==> config.mk <==
export PLATFORM = sky130hd
export DESIGN_NAME = button_debounce_setpoint_stepper
export DESIGN_NICKNAME = d
export VERILOG_FILES = /design/src/rtl/bdss_pkg.sv /design/src/rtl/button_debounce_setpoint_stepper.sv /design/src/rtl/bdss_regs.sv
export VERILOG_INCLUDE_DIRS = /design/src /design/src/rtl
export SDC_FILE = /design/constraint.sdc
export NUM_CORES = 1
export LEC_CHECK = 0
export ABC_CLOCK_PERIOD_IN_PS = 14400
export BUFFER_PORTS_ARGS = -buffer_cell sky130_fd_sc_hd__clkbuf_2
export CAP_MARGIN = 30
export CORE_ASPECT_RATIO = 1.5
export CORE_UTILIZATION = 50
export DETAILED_ROUTE_END_ITERATION = 8
export MAX_ROUTING_LAYER = met4
export PLACE_DENSITY = 0.7
export SYNTH_ARGS = -nofsm -noshare
export SYNTH_HDL_FRONTEND = slang
export SYNTH_SLANG_ARGS = --single-unit
==> constraint.sdc <==
create_clock -name clk -period 14.4 [get_ports clk]
set_input_delay 2.16 -clock clk [delete_from_list [all_inputs] [get_ports clk]]
set_output_delay 2.16 -clock clk [all_outputs]
set_load 0.005 [all_outputs]
==> src/rtl/button_debounce_setpoint_stepper_defines.svh <==
// ----------------------------------------------------------------------------
// Assertion macros for the button debounce setpoint stepper
// Concurrent checks that compile away when SYNTH is defined.
// ----------------------------------------------------------------------------
`ifndef BUTTON_DEBOUNCE_SETPOINT_STEPPER_DEFINES_SVH
`define BUTTON_DEBOUNCE_SETPOINT_STEPPER_DEFINES_SVH

`ifndef SYNTH

// check a property on every rising edge outside reset
`define BDSS_ASSERT(lbl, clk, rst_n, prop, msg) \
  lbl: assert property (@(posedge clk) disable iff (!rst_n) prop) else $error(msg);

// check an implication from one cycle to the next outside reset
`define BDSS_ASSERT_NEXT(lbl, clk, rst_n, cond, prop, msg) \
  lbl: assert property (@(posedge clk) disable iff (!rst_n) (cond) |=> (prop)) \
    else $error(msg);

`else

`define BDSS_ASSERT(lbl, clk, rst_n, prop, msg)
`define BDSS_ASSERT_NEXT(lbl, clk, rst_n, cond, prop, msg)

`endif

`endif

==> src/rtl/bdss_pkg.sv <==
// ----------------------------------------------------------------------------
// Button debounce setpoint stepper package
// Register map, reset values and the configuration bundle.
// ----------------------------------------------------------------------------
`default_nettype none

package bdss_pkg;

  localparam int ADDR_W = 5;
  localparam int DATA_W = 32;

  localparam logic [2:0] REG_DEBOUNCE    = 3'd0;
  localparam logic [2:0] REG_HOLD        = 3'd1;
  localparam logic [2:0] REG_REPEAT      = 3'd2;
  localparam logic [2:0] REG_STEP_SINGLE = 3'd3;
  localparam logic [2:0] REG_STEP_FAST   = 3'd4;
  localparam logic [2:0] REG_TARGET_MIN  = 3'd5;
  localparam logic [2:0] REG_TARGET_MAX  = 3'd6;

  localparam logic [15:0] RST_DEBOUNCE    = 16'd50;
  localparam logic [15:0] RST_HOLD        = 16'd1000;
  localparam logic [15:0] RST_REPEAT      = 16'd500;
  localparam logic [7:0]  RST_STEP_SINGLE = 8'd1;
  localparam logic [7:0]  RST_STEP_FAST   = 8'd5;
  localparam logic [7:0]  RST_TARGET_MIN  = 8'd40;
  localparam logic [7:0]  RST_TARGET_MAX  = 8'd70;

  typedef struct packed {
    logic [15:0] debounce_ticks;
    logic [15:0] hold_ticks;
    logic [15:0] repeat_ticks;
    logic [7:0]  step_single;
    logic [7:0]  step_fast;
    logic [7:0]  target_min;
    logic [7:0]  target_max;
  } cfg_t;

endpackage

`default_nettype wire

==> src/rtl/button_debounce_setpoint_stepper.sv <==
// ----------------------------------------------------------------------------
// Button debounce setpoint stepper
// Debounces a push button sampled once per millisecond tick and steps a
// setpoint on short presses, long presses and auto-repeat while held.
//
// Usage:
//   Input channel (in_valid/in_ready): one item per millisecond tick with
//   in_mode 0 and the raw active-low pin level, or a setpoint load with
//   in_mode 1 and in_new_target.
//   Result channel (out_valid/out_ready): exactly one result per item, the
//   setpoint after the item, whether the button changed it on this tick and
//   the debounced button state.
//   The result of an item accepted at one edge is offered from the next
//   cycle. Throughput is one item per cycle while the receiver takes results;
//   the whole update is a single pass of counter, compare and two chained add/wrap
//   stages between the state registers and the output register.
//   A stalled receiver holds the result in the output register; a new item
//   is still taken in the cycle the held result leaves.
//   Reset (rst_n low, synchronous) clears all counters, the debounce and
//   press state and the setpoint, and restores the register defaults.
//   Registers are written through the APB-style port at byte address 4*i.
// ----------------------------------------------------------------------------
`default_nettype none

`include "button_debounce_setpoint_stepper_defines.svh"

module button_debounce_setpoint_stepper #(
  parameter int COUNT_WIDTH = 16,
  parameter int TEMP_WIDTH  = 8
) (
  input  wire logic                          clk,
  input  wire logic                          rst_n,
  input  wire logic                          psel,
  input  wire logic                          penable,
  input  wire logic                          pwrite,
  input  wire logic [bdss_pkg::ADDR_W-1:0]   paddr,
  input  wire logic [bdss_pkg::DATA_W-1:0]   pwdata,
  output logic      [bdss_pkg::DATA_W-1:0]   prdata,
  output logic                               pready,
  input  wire logic                          in_valid,
  output logic                               in_ready,
  input  wire logic                          in_mode,
  input  wire logic                          in_pin_level,
  input  wire logic [7:0]                    in_new_target,
  output logic                               out_valid,
  input  wire logic                          out_ready,
  output logic      [7:0]                    out_target,
  output logic                               out_changed,
  output logic                               out_pressed
);

  localparam int CW    = COUNT_WIDTH;
  localparam int TW    = TEMP_WIDTH;
  localparam int CMP_W = (CW > 16) ? CW : 16;
  localparam int SUM_W = ((TW > 8) ? TW : 8) + 1;

  bdss_pkg::cfg_t cfg;

  logic          raw_prev_r, raw_prev_nxt;
  logic [CW-1:0] stable_r, stable_nxt;
  logic          deb_r, deb_nxt;
  logic [CW-1:0] press_r, press_nxt;
  logic          held_r, held_nxt;
  logic          fast_r, fast_nxt;
  logic [CW-1:0] rep_r, rep_nxt;
  logic [TW-1:0] sp_r, sp_nxt;
  logic          changed_nxt;

  logic          out_valid_r;
  logic [7:0]    out_target_r;
  logic          out_changed_r;
  logic          out_pressed_r;

  logic          in_xfer;
  logic          raw;
  logic          edge_det;

  bdss_regs u_regs (
    .clk     (clk),
    .rst_n   (rst_n),
    .psel    (psel),
    .penable (penable),
    .pwrite  (pwrite),
    .paddr   (paddr),
    .pwdata  (pwdata),
    .prdata  (prdata),
    .pready  (pready),
    .cfg     (cfg)
  );

  function automatic logic [CW-1:0] sat_inc(input logic [CW-1:0] v);
    sat_inc = (v == {CW{1'b1}}) ? v : v + CW'(1);
  endfunction

  function automatic logic [TW-1:0] add_step(input logic [TW-1:0] sp,
                                             input logic [7:0] step,
                                             input logic [7:0] tmin,
                                             input logic [7:0] tmax);
    logic [SUM_W-1:0] sum;
    sum = SUM_W'(sp) + SUM_W'(step);
    if (sum > SUM_W'(tmax)) begin
      sum = SUM_W'(tmin);
    end
    add_step = sum[TW-1:0];
  endfunction

  assign in_ready = !out_valid_r || out_ready;
  assign in_xfer  = in_valid && in_ready;
  assign raw      = ~in_pin_level;

  always_comb begin
    raw_prev_nxt = raw_prev_r;
    stable_nxt   = stable_r;
    deb_nxt      = deb_r;
    press_nxt    = press_r;
    held_nxt     = held_r;
    fast_nxt     = fast_r;
    rep_nxt      = rep_r;
    sp_nxt       = sp_r;
    changed_nxt  = 1'b0;
    edge_det     = 1'b0;
    if (in_mode) begin
      sp_nxt = TW'(in_new_target);
    end else begin
      if (held_r && deb_r) begin
        press_nxt = sat_inc(press_r);
        if (fast_r) begin
          rep_nxt = sat_inc(rep_r);
        end
      end
      if (raw != raw_prev_r) begin
        raw_prev_nxt = raw;
        stable_nxt   = '0;
      end else begin
        stable_nxt = sat_inc(stable_r);
      end
      edge_det = (CMP_W'(stable_nxt) >= CMP_W'(cfg.debounce_ticks)) && (deb_r != raw);
      if (edge_det) begin
        deb_nxt = raw;
      end
      if (edge_det && raw) begin
        held_nxt  = 1'b1;
        fast_nxt  = 1'b0;
        press_nxt = '0;
      end else begin
        if (edge_det) begin
          held_nxt = 1'b0;
          fast_nxt = 1'b0;
          if (CMP_W'(press_nxt) < CMP_W'(cfg.hold_ticks)) begin
            sp_nxt      = add_step(sp_nxt, cfg.step_single, cfg.target_min, cfg.target_max);
            changed_nxt = 1'b1;
          end else if (!fast_r) begin
            sp_nxt      = add_step(sp_nxt, cfg.step_fast, cfg.target_min, cfg.target_max);
            changed_nxt = 1'b1;
          end
        end
        if (deb_nxt && held_nxt && (CMP_W'(press_nxt) >= CMP_W'(cfg.hold_ticks))) begin
          if (!fast_nxt) begin
            fast_nxt    = 1'b1;
            rep_nxt     = '0;
            sp_nxt      = add_step(sp_nxt, cfg.step_fast, cfg.target_min, cfg.target_max);
            changed_nxt = 1'b1;
          end
          if (CMP_W'(rep_nxt) >= CMP_W'(cfg.repeat_ticks)) begin
            rep_nxt     = '0;
            sp_nxt      = add_step(sp_nxt, cfg.step_fast, cfg.target_min, cfg.target_max);
            changed_nxt = 1'b1;
          end
        end
      end
    end
  end

  always_ff @(posedge clk) begin
    if (!rst_n) begin
      raw_prev_r <= 1'b0;
      stable_r   <= '0;
      deb_r      <= 1'b0;
      press_r    <= '0;
      held_r     <= 1'b0;
      fast_r     <= 1'b0;
      rep_r      <= '0;
      sp_r       <= '0;
    end else if (in_xfer) begin
      raw_prev_r <= raw_prev_nxt;
      stable_r   <= stable_nxt;
      deb_r      <= deb_nxt;
      press_r    <= press_nxt;
      held_r     <= held_nxt;
      fast_r     <= fast_nxt;
      rep_r      <= rep_nxt;
      sp_r       <= sp_nxt;
    end
  end

  always_ff @(posedge clk) begin
    if (!rst_n) begin
      out_valid_r <= 1'b0;
    end else if (in_xfer) begin
      out_valid_r <= 1'b1;
    end else if (out_ready) begin
      out_valid_r <= 1'b0;
    end
  end

  always_ff @(posedge clk) begin
    if (in_xfer) begin
      out_target_r  <= 8'(sp_nxt);
      out_changed_r <= changed_nxt;
      out_pressed_r <= deb_nxt;
    end
  end

  assign out_valid   = out_valid_r;
  assign out_target  = out_target_r;
  assign out_changed = out_changed_r;
  assign out_pressed = out_pressed_r;

  `BDSS_ASSERT(a_fast_needs_held, clk, rst_n, fast_r |-> held_r, "fast mode without a held press")
  `BDSS_ASSERT(a_held_needs_pressed, clk, rst_n, held_r |-> deb_r, "held press while released")
  `BDSS_ASSERT_NEXT(a_load_no_change, clk, rst_n, in_xfer && in_mode, !out_changed_r, "load transfer flagged a change")
  `BDSS_ASSERT_NEXT(a_load_keeps_debounce, clk, rst_n, in_xfer && in_mode, deb_r == $past(deb_r), "load transfer moved debounce state")

endmodule

`default_nettype wire

==> src/rtl/bdss_regs.sv <==
// ----------------------------------------------------------------------------
// Configuration register file
// APB-style write and read of the seven timing, step and target-range registers.
// ----------------------------------------------------------------------------
`default_nettype none

module bdss_regs (
  input  wire logic                          clk,
  input  wire logic                          rst_n,
  input  wire logic                          psel,
  input  wire logic                          penable,
  input  wire logic                          pwrite,
  input  wire logic [bdss_pkg::ADDR_W-1:0]   paddr,
  input  wire logic [bdss_pkg::DATA_W-1:0]   pwdata,
  output logic      [bdss_pkg::DATA_W-1:0]   prdata,
  output logic                               pready,
  output bdss_pkg::cfg_t                     cfg
);

  bdss_pkg::cfg_t cfg_r;
  bdss_pkg::cfg_t cfg_nxt;
  logic [2:0]     reg_idx;
  logic           wr_en;

  assign reg_idx = paddr[4:2];
  assign wr_en   = psel && penable && pwrite;
  assign pready  = 1'b1;
  assign cfg     = cfg_r;

  always_comb begin
    cfg_nxt = cfg_r;
    if (wr_en) begin
      unique case (reg_idx)
        bdss_pkg::REG_DEBOUNCE:    cfg_nxt.debounce_ticks = pwdata[15:0];
        bdss_pkg::REG_HOLD:        cfg_nxt.hold_ticks     = pwdata[15:0];
        bdss_pkg::REG_REPEAT:      cfg_nxt.repeat_ticks   = pwdata[15:0];
        bdss_pkg::REG_STEP_SINGLE: cfg_nxt.step_single    = pwdata[7:0];
        bdss_pkg::REG_STEP_FAST:   cfg_nxt.step_fast      = pwdata[7:0];
        bdss_pkg::REG_TARGET_MIN:  cfg_nxt.target_min     = pwdata[7:0];
        bdss_pkg::REG_TARGET_MAX:  cfg_nxt.target_max     = pwdata[7:0];
        default:                   cfg_nxt = cfg_r;
      endcase
    end
  end

  always_comb begin
    unique case (reg_idx)
      bdss_pkg::REG_DEBOUNCE:    prdata = 32'(cfg_r.debounce_ticks);
      bdss_pkg::REG_HOLD:        prdata = 32'(cfg_r.hold_ticks);
      bdss_pkg::REG_REPEAT:      prdata = 32'(cfg_r.repeat_ticks);
      bdss_pkg::REG_STEP_SINGLE: prdata = 32'(cfg_r.step_single);
      bdss_pkg::REG_STEP_FAST:   prdata = 32'(cfg_r.step_fast);
      bdss_pkg::REG_TARGET_MIN:  prdata = 32'(cfg_r.target_min);
      bdss_pkg::REG_TARGET_MAX:  prdata = 32'(cfg_r.target_max);
      default:                   prdata = '0;
    endcase
  end

  always_ff @(posedge clk) begin
    if (!rst_n) begin
      cfg_r.debounce_ticks <= bdss_pkg::RST_DEBOUNCE;
      cfg_r.hold_ticks     <= bdss_pkg::RST_HOLD;
      cfg_r.repeat_ticks   <= bdss_pkg::RST_REPEAT;
      cfg_r.step_single    <= bdss_pkg::RST_STEP_SINGLE;
      cfg_r.step_fast      <= bdss_pkg::RST_STEP_FAST;
      cfg_r.target_min     <= bdss_pkg::RST_TARGET_MIN;
      cfg_r.target_max     <= bdss_pkg::RST_TARGET_MAX;
    end else begin
      cfg_r <= cfg_nxt;
    end
  end

endmodule

`default_nettype wire

* Yosys cells after proc, flatten, opt, wreduce, memory -nomap -nowiden
Cells that the tools add are included.
** Operators by class
- $add $sub $neg :: 7
- Order comparisons :: 8
- Equal/unequal tests :: 11
- Multiplexer cells :: 55
- Bitwise logic cells :: 2
- Reduce and logical (&&, ||, !) cells :: 22
** Operators by type and width (count)
- $mux W16 :: 17
- $mux W8 :: 17
- $pmux W16 S7 :: 1
- $add A16 B1 Y16 const B :: 3
- $eq A16 B16 Y1 const B :: 3
- $ge A16 B16 Y1 :: 3
- $add A8 B8 Y9 :: 4
- $gt A9 B8 Y1 :: 4
- $mux W1 :: 20
- $lt A16 B16 Y1 :: 1
- $reduce_and A2 Y1 :: 8
- $eq A3 B3 Y1 const B :: 3
- $logic_and A1 B1 Y1 :: 8
- $eq A3 B2 Y1 const B :: 2
- $eq A3 B1 Y1 const B :: 1
- $logic_not A3 Y1 :: 1
- $reduce_and A3 Y1 :: 1
- $ne A1 B1 Y1 :: 2
- $not A1 Y1 :: 2
- $reduce_bool A2 Y1 :: 1
- $reduce_or A2 Y1 :: 1
- $logic_not A1 Y1 :: 1
- $logic_or A1 B1 Y1 :: 1
** Word-level totals
- Register bits after elaboration :: 151
- Bits of input ports :: 54
- Output and inout bits :: 45
- Word-level logic and storage cells :: 124

* Depth between registers and ports, before layout
- Depth in word-level cells :: 23
- Depth in mapped cells :: 50

* Modules after synthesis
A second synthesis with hierarchy kept.
** Unflattened totals
- Cell total of the unflattened synthesis :: 1467
- Area total of the unflattened synthesis :: 12192.9 µm²
** By module, submodules not included
- button_debounce_setpoint_stepper :: instances 1, cells each 1057, area each 8320.5 µm², seq. area each 1521.5 µm²
- bdss_regs :: instances 1, cells each 410, area each 3872.5 µm², seq. area each 1601.5 µm²

* Worst setup path after synthesis
No wires, ideal clock.
- Kind :: input to register
- Start point :: in in_pin_level
- End point :: reg out_target_r[7], in the netlist out_target[7] (data pin)
- Library setup time :: 0.263 ns
- Arrival :: 10.857 ns
- Data required time :: 14.137 ns
- Slack :: 3.280 ns
- Cell stages on the path :: 44
- Buffers on the path :: 4
- Path through :: clkbuf_1 -> xnor2_1 -> clkbuf_1 -> nor2_1 -> ha_1 -> nand2_1 -> o21ai_1 -> a221oi_1 -> o311a_1 -> buf_2 -> a211oi_4 -> o22a_1 -> ha_1 -> inv_1 -> fa_1 -> nor2b_1 -> o31a_1 -> o21a_1 -> [... 8 more ...] -> mux2i_2 -> inv_1 -> ha_1 -> a21oi_1 -> o211ai_1 -> o41ai_1 -> xnor2_1 -> ha_1 -> or4_1 -> or3_1 -> o21ai_0 -> o22ai_1 -> clkbuf_1 -> mux2_1 -> nor3_1 -> nor3_1 -> o221ai_1 -> nand2_1
** On the way
- Longest elaborated chain between the ends :: 23
** Ends and longest elaborated chain
- start, declared :: RTL line button_debounce_setpoint_stepper.sv:43 : input wire logic in_pin_level,
- $not A1 Y1 * :: RTL line button_debounce_setpoint_stepper.sv:109 : assign raw = ~in_pin_level;
- $ne A1 B1 Y1 :: RTL line button_debounce_setpoint_stepper.sv:131 : if (raw != raw_prev_r) begin
- $mux W16 :: RTL line button_debounce_setpoint_stepper.sv:131
- $mux W16 :: RTL line button_debounce_setpoint_stepper.sv:122 : if (in_mode) begin
- $ge A16 B16 Y1 :: RTL line button_debounce_setpoint_stepper.sv:137 : edge_det = (CMP_W'(stable_nxt) >= CMP_W'(cfg.debounce_ticks)) && (deb_r != raw);
- $logic_and A1 B1 Y1 :: RTL line button_debounce_setpoint_stepper.sv:137
- $mux W8 :: RTL line button_debounce_setpoint_stepper.sv:146 : if (edge_det) begin
- $mux W8 :: RTL line button_debounce_setpoint_stepper.sv:141 : if (edge_det && raw) begin
- [... 8 more ...]
- $add A8 B8 Y9 :: RTL line button_debounce_setpoint_stepper.sv:100 : sum = SUM_W'(sp) + SUM_W'(step);
- $gt A9 B8 Y1 :: RTL line button_debounce_setpoint_stepper.sv:101 : if (sum > SUM_W'(tmax)) begin
- $mux W8 :: RTL line button_debounce_setpoint_stepper.sv:101
- $mux W8 :: RTL line button_debounce_setpoint_stepper.sv:164 : if (CMP_W'(rep_nxt) >= CMP_W'(cfg.repeat_ticks)) begin
- $mux W8 :: RTL line button_debounce_setpoint_stepper.sv:157 : if (deb_nxt && held_nxt && (CMP_W'(press_nxt) >= CMP_W'(cfg.hold_ticks))) begin
- $mux W8 * :: RTL line button_debounce_setpoint_stepper.sv:141
- $mux W8 * :: RTL line button_debounce_setpoint_stepper.sv:122
- named net sp_nxt[7] :: RTL line button_debounce_setpoint_stepper.sv:66 : logic [TW-1:0] sp_r, sp_nxt;
- end signal, assigned :: RTL line button_debounce_setpoint_stepper.sv:208 : out_target_r <= 8'(sp_nxt);
- end, declared :: RTL line button_debounce_setpoint_stepper.sv:70 : logic [7:0] out_target_r;
Mark *: on every way through the listed nets, which the timed path passes. The rest lies on a longest branch. The select of a mux whose other input is x is not followed.
A chain may end at the register's enable or synchronous reset.

* Worst setup path after layout
- Start point :: in in_pin_level
- End point :: reg out_target_r[6], in the netlist out_target[6] (data pin)
The elaborated chain is that of the path after synthesis.

==> results.sh <==
export IMPL_grt_antenna_before_repair=0
export IMPL_placement_setup_worst_slack_ns=1.66
export IMPL_numPortBuffers=63
export IMPL_commonest_cells_after_routing_fill_and_taps_aside="206 x sky130_fd_sc_hd__nand2_1, 141 x sky130_fd_sc_hd__dfxtp_1, 116 x sky130_fd_sc_hd__ha_1"
export IMPL_synth_cells=1487
export IMPL_gr_total_overflow=0
export IMPL_htree_levels=4
export IMPL_numClockSinks=151
export IMPL_synth_compound_area_share_pct=21.1
export IMPL_cts_clk_slew_worst_paths_ns=0.06
export IMPL_synth_top_family_by_area="compound AO/OA/AOI/OAI gates"
export IMPL_unrepaired_setup_endpoints_after_global_routing="false"
export IMPL_type_of_the_worst_setup_path="primary input to flip-flop"
export IMPL_critPathSlowestCell="sky130_fd_sc_hd__o311ai_1"
export IMPL_largest_net_degree_at_the_start_of_global_routing=102
export IMPL_first_global_vias=10700
export IMPL_critical_path_required_ns=14.58
export IMPL_globalRouteTotalUtil_pct=32.0
export IMPL_outcome="finished clean"
export IMPL_critPathCaptureType="flip-flop"
export IMPL_highest_cell_delay_on_the_worst_timing_path_ns=0.87
export IMPL_synth_edff_count=10
export IMPL_numCtsBuffers=17
export IMPL_ys_seq_elements=151
export IMPL_worst_path_most_repeated_cell="sky130_fd_sc_hd__ha_1"
export IMPL_cts_max_path_buffers=2
export IMPL_power_density_mw_per_mm2=85.7
export IMPL_drv_slew=0
export IMPL_num_rows=68
export IMPL_timing_slew_headroom_pct=27.6
export IMPL_final_skew_ns=0.0102
export IMPL_maxCapViolCount=0
export IMPL_timing_final_crit_period_ns=12.35
export IMPL_post_route_drc=0
export IMPL_yosysWarnings=0
export IMPL_detailroute_via_count=11000
export IMPL_drt_iter0_drc=880
export IMPL_min_period_over_period_pct=85.8
export IMPL_tightestPinTransition_ns=1.09
export IMPL_antenna_cells=0
export IMPL_post_cts_setup_buffers=0
export IMPL_clk_insertion_delay_late_ns=0.44
export IMPL_fmax_mhz=81.0
export IMPL_hold_viol=0
export IMPL_cts_tree="built"
export IMPL_synth_adder_area_share_pct=12.9
export IMPL_netlist_area_sq_mm=0.0118
export IMPL_wire_length_of_the_first_global_routing_pass_mm=57.3
export IMPL_dieHeight_um=190
export IMPL_critical_path_startpoint_type="primary input"
export IMPL_crit_arrival_ns=12.53
export IMPL_layout_commonest_cell="sky130_fd_sc_hd__nand2_1"
export IMPL_path_max_fanout=17
export IMPL_peakVddDrop_mv=0.0625
export IMPL_die_x_um=128
export IMPL_final_setup_viol_count=0
export IMPL_leakagePower_uw=0.00526
export IMPL_route_detailed_vias_per_inst=5.98
export IMPL_detailed_place_hpwl_mm=27.8
export IMPL_postSynth_asyncResetShare_pct=0
export IMPL_dieArea_sq_mm=0.0243
export IMPL_nets=1678
export IMPL_drt_wl_cell_um=19.8
export IMPL_synthMuxAreaShare_pct=8.38
export IMPL_firstDrtPassIters=6
export IMPL_cell_variety_after_synth=77
export IMPL_synth_sequential_area_ratio_pct=26.4
export IMPL_cts_hold_fix_buffers=0
export IMPL_synth_simple_gate_area_share_pct=20.9
export IMPL_worstHoldPathType="flip-flop to flip-flop"
export IMPL_cts_repair_resize_count=0
export IMPL_postRouteWirelength_mm=36.3
export IMPL_yosys_area_share_xor_xnor_pct=4.22
export IMPL_globalplace_congestion=0.935
export IMPL_setup_total_negative_slack_ns=0
export IMPL_final_layout_size_suffix_gt1_share_pct=9.76
export IMPL_core_area_sq_mm=0.0231
export IMPL_layout_setup_ws_ns=2.05
export IMPL_areaGrowthSynthToFinish_pct=9.17
export IMPL_synth_avg_cell_area_sq_um=7.95
export IMPL_starting_density_pct=51.1
export IMPL_drt_antenna_violating_nets=0
export IMPL_clock_root_buffer="sky130_fd_sc_hd__clkbuf_16"
export IMPL_synthFlopType="sky130_fd_sc_hd__dfxtp_1"
export IMPL_ioPinCount=99
==> path summary, 6_finish.rpt <==
path	start	slack (ns)	cells past startpoint	to
worst max-delay path	in_pin_level	2.05	39	out_target[6]
worst min-delay path	press_r[6]	0.47	2	press_r[6]
worst max register to register	stable_r[0]	2.14	42	out_target[6]
worst min register to register	press_r[6]	0.47	2	press_r[6]
==> cell type report <==
class | count | area, sq um
repair buffers | 73 | 403
clock buffers | 19 | 464
inverters | 81 | 304
well taps | 315 | 394
flip-flops and latches | 151 | 3120
fillers | 2207 | 10200
multi-input cells | 1180 | 8070
clock inverters | 13 | 159
==> registers in the layout (all words and copies together) (netlist names), named ones only <==
name         flops
deb_r            1
fast_r           1
out_changed      1
out_pressed      1
out_target       8
out_valid        1
press_r         16
raw_prev_r       1
rep_r           16
sp_r             8
stable_r        16
u_regs.cfg      80
==> metal layers <==
| metal | part of all wire, % | GRT usage [%] | up-vias |
|---|---|---|---|
| met5 | 0 | - | - |
| met4 | 8.3 | 25.0 | 0 |
| met3 | 3.8 | 3.68 | 143 |
| met2 | 51 | 56.2 | 360 |
| met1 | 37 | 32.1 | 5141 |
| li1 | - | - | 5306 |
==> per-stage QoR <==
stage | power, uW | hold WS, ns | cells | area (sq um) | utilization, %
after CTS | 1110 | 0.472 | 1831 | 12900 | 55.7
after detailed placement | 638 | 0.461 | 1799 | 12300 | 53.0
final | 1110 | 0.472 | 1832 | 12900 | 55.8
after global placement | 636 | 0.457 | 1799 | 12300 | 53.0
after global routing | 1150 | 0.512 | 1832 | 12900 | 55.8
after floorplan | 585 | 0.441 | 1502 | 11900 | -
==> worst max-delay path, delay by kind of cell <==
kind / cells / cell delay (ns)
simple gates: 9 / 2.31
fa+ha+maj: 5 / 1.42
xor+xnor: 3 / 0.50
compound gates: 16 / 4.77
mux: 3 / 0.89
buf+inv: 3 / 0.43
==> cell usage after synthesis, types with 10 or more instances <==
cell	number	share of area, %
sky130_fd_sc_hd__a211oi_1	14	0.89
sky130_fd_sc_hd__a21boi_0	42	2.7
sky130_fd_sc_hd__a21o_1	17	1.1
sky130_fd_sc_hd__a21oi_1	97	4.1
sky130_fd_sc_hd__a22oi_1	16	1.0
sky130_fd_sc_hd__a31oi_1	16	0.85
sky130_fd_sc_hd__and3_1	14	0.74
sky130_fd_sc_hd__buf_4	17	1.1
sky130_fd_sc_hd__clkbuf_1	57	1.8
sky130_fd_sc_hd__dfxtp_1	141	24
sky130_fd_sc_hd__edfxtp_1	10	2.5
sky130_fd_sc_hd__ha_1	116	12
sky130_fd_sc_hd__inv_1	80	2.5
sky130_fd_sc_hd__mux2_2	14	1.3
sky130_fd_sc_hd__mux2i_1	67	5.7
sky130_fd_sc_hd__nand2_1	206	6.5
sky130_fd_sc_hd__nand2b_1	19	1.0
sky130_fd_sc_hd__nand3_1	36	1.5
sky130_fd_sc_hd__nand4_1	22	1.2
sky130_fd_sc_hd__nor2_1	113	3.6
sky130_fd_sc_hd__nor2b_1	39	2.1
sky130_fd_sc_hd__nor3_1	28	1.2
sky130_fd_sc_hd__o211ai_1	28	1.8
sky130_fd_sc_hd__o21a_1	11	0.70
sky130_fd_sc_hd__o21ai_0	56	2.4
sky130_fd_sc_hd__or3_1	14	0.74
sky130_fd_sc_hd__xnor2_1	33	2.4
sky130_fd_sc_hd__xor2_1	24	1.8
==> report_power, final <==
| group | switching [uW] | internal (uW) |
|---|---|---|
| Clock | 199 | 275 |
| Sequential | 8.37 | 429 |
| Combinational | 114 | 80.3 |
| Total | 322 | 784 |
==> cells by family after synthesis <==
group | Yosys count
AO/OA/AOI/OAI | 368
XOR/XNOR | 57
adder cells (fa/ha/maj) | 120
buffers and inverters | 171
flip-flops | 151
multiplexers | 90
other | 2
AND/OR/NAND/NOR | 528
(Power assumes the default switching activity.)
